### src/design/tsp_pkg.sv
// ----------------------------------------------------------------------------
// tsp_pkg
// Types, register indexes and fixed constants shared by the tilt to servo
// pulse unit and its CORDIC pipeline.
// ----------------------------------------------------------------------------
package tsp_pkg;

  // Width of the CORDIC angle accumulator, in 1/256 of 0.01 degree.
  localparam int ANGLE_W = 24;
  typedef logic signed [ANGLE_W-1:0] angle_t;

  // Number of entries in the arctangent table.
  localparam int ATAN_LEN = 24;

  // Configuration register indexes and port widths.
  localparam int CFG_IDX_W  = 3;
  localparam int CFG_DATA_W = 14;
  localparam logic [CFG_IDX_W-1:0] CFG_DEAD_ZONE       = 3'd0;
  localparam logic [CFG_IDX_W-1:0] CFG_ALERT_THRESHOLD = 3'd1;
  localparam logic [CFG_IDX_W-1:0] CFG_STOP_PULSE      = 3'd2;
  localparam logic [CFG_IDX_W-1:0] CFG_MIN_PULSE       = 3'd3;
  localparam logic [CFG_IDX_W-1:0] CFG_MAX_PULSE       = 3'd4;

  // Register reset values.
  localparam logic [13:0] DEAD_ZONE_RST       = 14'd500;
  localparam logic [13:0] ALERT_THRESHOLD_RST = 14'd4500;
  localparam logic [11:0] STOP_PULSE_RST      = 12'd1500;
  localparam logic [11:0] MIN_PULSE_RST       = 12'd500;
  localparam logic [11:0] MAX_PULSE_RST       = 12'd2500;

  // Inverse CORDIC gain in Q16.
  localparam logic [15:0] INV_GAIN_Q16 = 16'd39797;

  // Pitch limits and mapping span in 0.01 degree.
  localparam logic signed [15:0] PITCH_MAX  = 16'sd9000;
  localparam logic signed [15:0] PITCH_MIN  = -16'sd9000;
  localparam logic [14:0]        PITCH_SPAN = 15'd18000;

  // Division by 18000 is a shift by four and a multiply by ceil(2^32 / 1125).
  // The error term of the reciprocal is small enough that the floor is exact
  // for every dividend below 2^23.
  localparam logic [21:0] RECIP_1125 = 22'd3817749;

  // One input request.
  typedef struct packed {
    logic signed [15:0] accel_x;
    logic signed [15:0] accel_y;
    logic signed [15:0] accel_z;
  } tsp_in_t;

  // One result.
  typedef struct packed {
    logic signed [14:0] pitch_angle;
    logic [11:0]        pulse_width;
    logic               alert;
  } tsp_out_t;

  // Arctangent of 2^-i, rounded to 1/256 of 0.01 degree.
  function automatic angle_t atan_entry(input int unsigned idx);
    angle_t val;
    case (idx)
      0:       val = 24'sd1152000;
      1:       val = 24'sd680065;
      2:       val = 24'sd359328;
      3:       val = 24'sd182400;
      4:       val = 24'sd91554;
      5:       val = 24'sd45822;
      6:       val = 24'sd22916;
      7:       val = 24'sd11459;
      8:       val = 24'sd5730;
      9:       val = 24'sd2865;
      10:      val = 24'sd1432;
      11:      val = 24'sd716;
      12:      val = 24'sd358;
      13:      val = 24'sd179;
      14:      val = 24'sd90;
      15:      val = 24'sd45;
      16:      val = 24'sd22;
      17:      val = 24'sd11;
      18:      val = 24'sd6;
      19:      val = 24'sd3;
      20:      val = 24'sd1;
      21:      val = 24'sd1;
      default: val = '0;
    endcase
    return val;
  endfunction

endpackage

### src/design/tsp_cordic_vec.sv
// ----------------------------------------------------------------------------
// tsp_cordic_vec
// Unrolled vectoring CORDIC, one register stage per iteration. Drives b
// toward zero and returns the gained magnitude and the accumulated angle.
// ----------------------------------------------------------------------------
module tsp_cordic_vec #(
  parameter int W      = 27,
  parameter int TW     = 1,
  parameter int STAGES = 16
) (
  input  logic                  clk_i,
  input  logic                  rst_ni,
  input  logic                  in_valid_i,
  output logic                  in_stall_o,
  input  logic signed [W-1:0]   in_a_i,
  input  logic signed [W-1:0]   in_b_i,
  input  logic [TW-1:0]         in_tag_i,
  output logic                  out_valid_o,
  input  logic                  out_stall_i,
  output logic signed [W-1:0]   out_a_o,
  output tsp_pkg::angle_t       out_z_o,
  output logic [TW-1:0]         out_tag_o
);
  import tsp_pkg::*;

  logic                v_q   [STAGES];
  logic signed [W-1:0] a_q   [STAGES];
  logic signed [W-1:0] b_q   [STAGES];
  angle_t              z_q   [STAGES];
  logic [TW-1:0]       tag_q [STAGES];
  logic [STAGES:0]     en;

  // A stage loads when it is empty or the stage after it moves on.
  assign en[STAGES] = !out_stall_i;
  assign in_stall_o = !en[0];

  for (genvar i = 0; i < STAGES; i++) begin : g_stage
    logic signed [W-1:0] a_in;
    logic signed [W-1:0] b_in;
    angle_t              z_in;
    logic [TW-1:0]       t_in;
    logic                v_in;
    logic signed [W-1:0] da;
    logic signed [W-1:0] db;

    if (i == 0) begin : g_first
      assign a_in = in_a_i;
      assign b_in = in_b_i;
      assign z_in = '0;
      assign t_in = in_tag_i;
      assign v_in = in_valid_i;
    end else begin : g_next
      assign a_in = a_q[i-1];
      assign b_in = b_q[i-1];
      assign z_in = z_q[i-1];
      assign t_in = tag_q[i-1];
      assign v_in = v_q[i-1];
    end

    // Floor shifts of both coordinates for this iteration.
    assign da = b_in >>> i;
    assign db = a_in >>> i;

    assign en[i] = !v_q[i] || en[i+1];

    // Stage valid bit.
    always_ff @(posedge clk_i or negedge rst_ni) begin
      if (!rst_ni) begin
        v_q[i] <= 1'b0;
      end else if (en[i]) begin
        v_q[i] <= v_in;
      end
    end

    // Rotate toward the positive a axis.
    always_ff @(posedge clk_i) begin
      if (en[i]) begin
        if (!b_in[W-1]) begin
          a_q[i] <= a_in + da;
          b_q[i] <= b_in - db;
          z_q[i] <= z_in + atan_entry(i);
        end else begin
          a_q[i] <= a_in - da;
          b_q[i] <= b_in + db;
          z_q[i] <= z_in - atan_entry(i);
        end
        tag_q[i] <= t_in;
      end
    end
  end

  assign out_valid_o = v_q[STAGES-1];
  assign out_a_o     = a_q[STAGES-1];
  assign out_z_o     = z_q[STAGES-1];
  assign out_tag_o   = tag_q[STAGES-1];

endmodule

### config.mk
export PLATFORM = sky130hd
export DESIGN_NAME = tsp_cordic_vec
export DESIGN_NICKNAME = d
export VERILOG_FILES = /design/src/design/tsp_pkg.sv /design/src/design/tsp_cordic_vec.sv
export SDC_FILE = /design/constraint.sdc
export NUM_CORES = 2
export LEC_CHECK = 0
export ABC_AREA = 1
export BUFFER_PORTS_ARGS = -buffer_cell sky130_fd_sc_hd__buf_2
export CORE_MARGIN = 5
export CORE_UTILIZATION = 50
export DETAILED_ROUTE_END_ITERATION = 10
export PLACE_DENSITY = 0.7
export SYNTH_ARGS = -nofsm -noshare
export SYNTH_HDL_FRONTEND = slang
export SYNTH_SLANG_ARGS = --single-unit
### constraint.sdc
create_clock -name clk_i -period 9 [get_ports clk_i]
set_input_delay 0.9 -clock clk_i [delete_from_list [all_inputs] [get_ports clk_i]]
set_output_delay 0.9 -clock clk_i [all_outputs]
set_load 0.1 [all_outputs]
======== Yosys cells after proc, flatten, opt, wreduce, memory -nomap -nowiden ========
Memories as Yosys holds them, arrays and structs flattened.
Cells that the tools add are included.
cells by class
  add/sub/neg operators ................... 93
  multiplexer cells ....................... 176
  bitwise operators ....................... 48
  reductions and logical operators ........ 34
operator list
  cell              number
  $mux 27           32
  $mux 24           16
  $mux 1            128
  $add 27x12->27    2
  $add 27x13->27    2
  $add 27x14->27    2
  $add 27x15->27    2
  $add 27x16->27    2
  $add 27x17->27    2
  $add 27x18->27    2
  $add 27x19->27    2
  $add 27x20->27    2
  $add 27x21->27    2
  $add 27x22->27    2
  $add 27x23->27    2
  $add 27x24->27    2
  $add 27x25->27    2
  $add 27x26->27    2
  $sub 27x12->27    2
  $sub 27x13->27    2
  $sub 27x14->27    2
  $sub 27x15->27    2
  $sub 27x16->27    2
  $sub 27x17->27    2
  44 further kinds  133
storage, ports and cells
  register bits after elaboration ......... 16
  RAM bits ................................ 1,264
  input port bits ......................... 59
  output and inout bits ................... 54
  memories kept ........................... 4
memories
  memory  words  width  rd ports  clocked after Yosys merged registers in  write ports  line                  source
  a_q     16     27     16        0                                        16           tsp_cordic_vec.sv:27  logic signed [W-1:0] a_q [STAGES];
  b_q     16     27     15        0                                        16           tsp_cordic_vec.sv:28  logic signed [W-1:0] b_q [STAGES];
  z_q     16     24     16        0                                        16           tsp_cordic_vec.sv:29  angle_t z_q [STAGES];
  tag_q   16     1      16        0                                        16           tsp_cordic_vec.sv:30  logic [TW-1:0] tag_q [STAGES];

======== Longest topological paths before layout ========
  depth after elaboration ................. 20
  gate-level depth with buffers ........... 27

======== Worst setup path before layout ========
No wires, ideal clock.
  path kind ............................... register -> register
  start point ............................. reg v_q (netlist bit out_valid_o)
  end point ............................... mem a_q[1][20], in the netlist a_q[0][47], data pin
  library setup time ...................... 0.259 ns
  data arrival time ....................... 5.392 ns
  path slack .............................. 3.349 ns
  stages on the path, launching flop included .. 26
  path buffers ............................ 2
  path through ............................ dfrtp_1 nand2_2 nor2_4 nand4_4 nor2_4 nand4_4 nor2_4 nand4_4 nor2_8 nand2_2 nand2_2 buf_6 buf_6 inv_1 nand2_1 o21ai_1 fa_1 nand3_1 nand2_1 a21boi_0 o21bai_1 a21oi_1 o21bai_1 nand3_1 nand2_1 xor2_1
RTL lines
  element                           line                  source
  start: declaration                tsp_cordic_vec.sv:26  logic v_q [STAGES];
  start signal: indexed assignment  tsp_cordic_vec.sv:71  v_q[i] <= v_in;
  end: declaration                  tsp_cordic_vec.sv:27

==> results.py <==
metrics = {
    "clocking": {
        "clock_sinks": 1184,
        "cts_buffer_depth": 3,
        "cts_setup_buffers": 0,
        "tritoncts": "built",
        "insertion_delay_ns": 0.81,
        "numCtsBuffers": 142,
        "clock-root-buffer": "clkbuf_16",
        "ctsResizeCount": 0,
        "holdBufCountCts": 0,
        "clkTransAtPathRegs_ns": 0.07,
        "cts_htree_levels": 4,
    },
    "setup_path": {
        "crit_chain": "nand2_2, nor2_4, nand4_4, nor2_4, nand4_4, nor2_4, nand4_4, nor2_8, nand2_2, nand2_2, buf_4, nand2_1, xor2_1, inv_1, ha_1, nand3_1, nand2_1, a21oi_1, o21bai_1, a21boi_0, o21ai_0, a21oi_1, xnor2_1",
        "reg2reg_from": "out_valid_o",
        "critPathLaunch": "out_valid_o",
        "r2r_slack_ns": 2.30,
        "critical_path_peak_fanout": 52,
        "arrival_ns": 7.25,
        "slowest_stage": "buf_4",
        "endpoint": "b_q[0][49]",
        "crit_path_max_incr_delay_ns": 0.52,
        "worst_r2r_path_depth": 23,
        "path_class": "register to register",
        "rr_endpoint": "b_q[0][49]",
        "end_kind": "register",
        "required_ns": 9.55,
        "setup.worst_path.start_class": "register",
    },
    "synth": {
        "postSynthAreaPerCell_um2": 8.35,
        "synth_top_area_share": 0.340,
        "synth-adder-area-share": 0.149,
        "synthMuxAreaShare": 0,
        "synth_edf_count": 1168,
        "synth-simple-area-share": 0.166,
        "synthArstFlopShare": 0.0135,
        "synthesis.nets": 13600,
        "ys_seq_area_frac": 0.344,
        "netlist_area_um2": 103000,
        "synth-compound-area-share": 0.149,
        "synth_top_family_by_area": "simple AND/OR/NAND/NOR gates",
        "ys_top_cells_by_area": "edfxtp_1, ha_1, xor2_1, nand2_1, a21oi_1",
        "yosys.area.top_type": "edfxtp_1",
        "ys.flop_type": "edfxtp_1",
        "synth_cell_type_count": 62,
        "ys_seq_elements": 1184,
        "synthXorXnorAreaFrac": 0.134,
        "yosysWarningCount": 0,
        "syn_inst": 12300,
    },
    "route": {
        "vias": 88600,
        "wl_met1_mm": 138,
        "dr.pass1.iters": 8,
        "drc": 0,
        "routed.top_layer": "met5",
        "met3_wirelength_mm": 17.9,
        "ant_nets": 0,
        "wl_met2_mm": 169,
        "drtIter0Drc": 7071,
        "via_per_inst": 5.78,
        "wl_per_cell_um": 22.5,
        "drt-total-wl_mm": 345,
    },
    "die": {
        "fp.dieArea_um2": 215000,
        "core-area_um2": 205000,
        "chipHeight_um": 464,
        "num_rows": 166,
        "start_util": 0.503,
        "io_pins": 113,
        "chipWidth_um": 464,
    },
    "sta": {
        "fin_setup_tns_ns": 0,
        "report.final.slew_viol_count": 0,
        "whs_ns": 0.170,
        "setup_viol": 0,
        "finalHoldViolCount": 0,
        "maxSlewHeadroom": 0.233,
        "tightest_slew_ns": 1.14,
        "grt_setup_unrepaired": "no",
        "min_period_ns": 6.70,
        "finalCritPeriodShare": 0.744,
        "finClkSkew_ns": 0.0256,
        "max_freq_ghz": 0.149,
        "worst_slack_ns": 2.30,
    },
    "global_routing": {
        "grt_pass1_vias": 87400,
        "antenna_found_initial": 14,
        "grt_max_degree": 78,
        "grt_pass1_wl_mm": 520,
        "grt_overflow": 0,
        "grtUsageTotal": 0.312,
    },
    "cells_and_area": {
        "finalNetCount": 13800,
        "final_cell_mix": "nand2_1, inv_1, a21oi_1",
        "final_common_cell": "nand2_1",
        "fin_util": 0.545,
        "layout-drive-gt1-share": 0.0356,
        "area_delta_synth_final_pct": 8.22,
    },
    "placed_design": {
        "portBuffers": 111,
        "place_congestion": 1.02,
        "hpwl_mm": 288,
        "preCtsSetupSlack_ns": 1.77,
    },
    "hold_path": {
        "hp-class": "input pin to asynchronous set/reset pin",
    },
    "run": {
        "max_cap_violations": 0,
    },
    "status": {
        "outcome": "finished, final reports clean",
    },
}
-- per-layer routing --
metal  vias up  GRT usage
met5         -          0
met4        12      0.159
met3       793     0.0396
met2      2933      0.553
met1     41900      0.371
li1      43000          -
-- worst max-delay path, delay by kind of cell (launching register included) --
family          cells  cell delay, ns
fa+ha+maj           1            0.36
simple gates       13            3.17
buf+inv             2            0.58
flops               1            0.40
xor+xnor            2            0.31
compound gates      5            1.54
-- through the flow --
stage	cell area [µm²]	std cells
floorplan	103000	12300
global placement	107000	15100
detailed placement	107000	15100
CTS	112000	15300
global route	112000	15300
finish	112000	15300
-- registers in the layout, indices dropped and copies added, names as in the netlist --
signal and flops:
a_q 431, z_q 331, out_valid_o 1, g_stage.v_in 15, tag_q 16, b_q 390
-- Yosys cell counts (16+ instances only) --
| library cell | count |
|---|---|
| a31oi_1 | 104 |
| o21ai_1 | 29 |
| xnor2_1 | 491 |
| o211ai_1 | 30 |
| dfrtp_1 | 16 |
| or2_2 | 38 |
| inv_1 | 1401 |
| a21oi_1 | 1359 |
| buf_4 | 30 |
| nand3_1 | 431 |
| nand2_1 | 2127 |
| a211oi_1 | 21 |
| o21bai_1 | 75 |
| ha_1 | 1154 |
| nand4_1 | 138 |
| nor3_1 | 213 |
| edfxtp_1 | 1168 |
| buf_2 | 26 |
| fa_1 | 47 |
| nor4_1 | 103 |
| a21boi_0 | 57 |
| o21a_1 | 91 |
| o21ai_0 | 731 |
| xor2_1 | 1064 |
| o221ai_1 | 42 |
| o31ai_1 | 89 |
| nor2_1 | 1030 |
| clkbuf_1 | 54 |
| a21o_1 | 69 |
-- cell families after synthesis --
family	Yosys count
fa+ha+maj	1201
buf+inv	1531
other cells	1
flops	1184
compound gates	2750
simple gates	4118
xor+xnor	1562
-- cell type report --
type                    instances  area, µm²
multi-input cells            9632      61700
repair buffers                159        916
well taps                    2688       3360
clock buffers                 169       3700
diodes                          4       10.0
clock inverters                93       1090
fillers                     19000      93300
inverters                    1410       5290
flip-flops and latches       1184      35500
-- worst min-delay path by stage --
stage / endpoint / depth (start not counted)
global placement: z_q[1][73] / 0
global route: g_stage[12].v_in / 1
floorplan: tag_q[0][1] / 0
CTS: g_stage[11].v_in / 1
finish: g_stage[11].v_in / 1
detailed placement: z_q[1][49] / 0
Power is not shown: default switching activity piles up to over one toggle a cycle in this logic, so the estimate is an artifact.
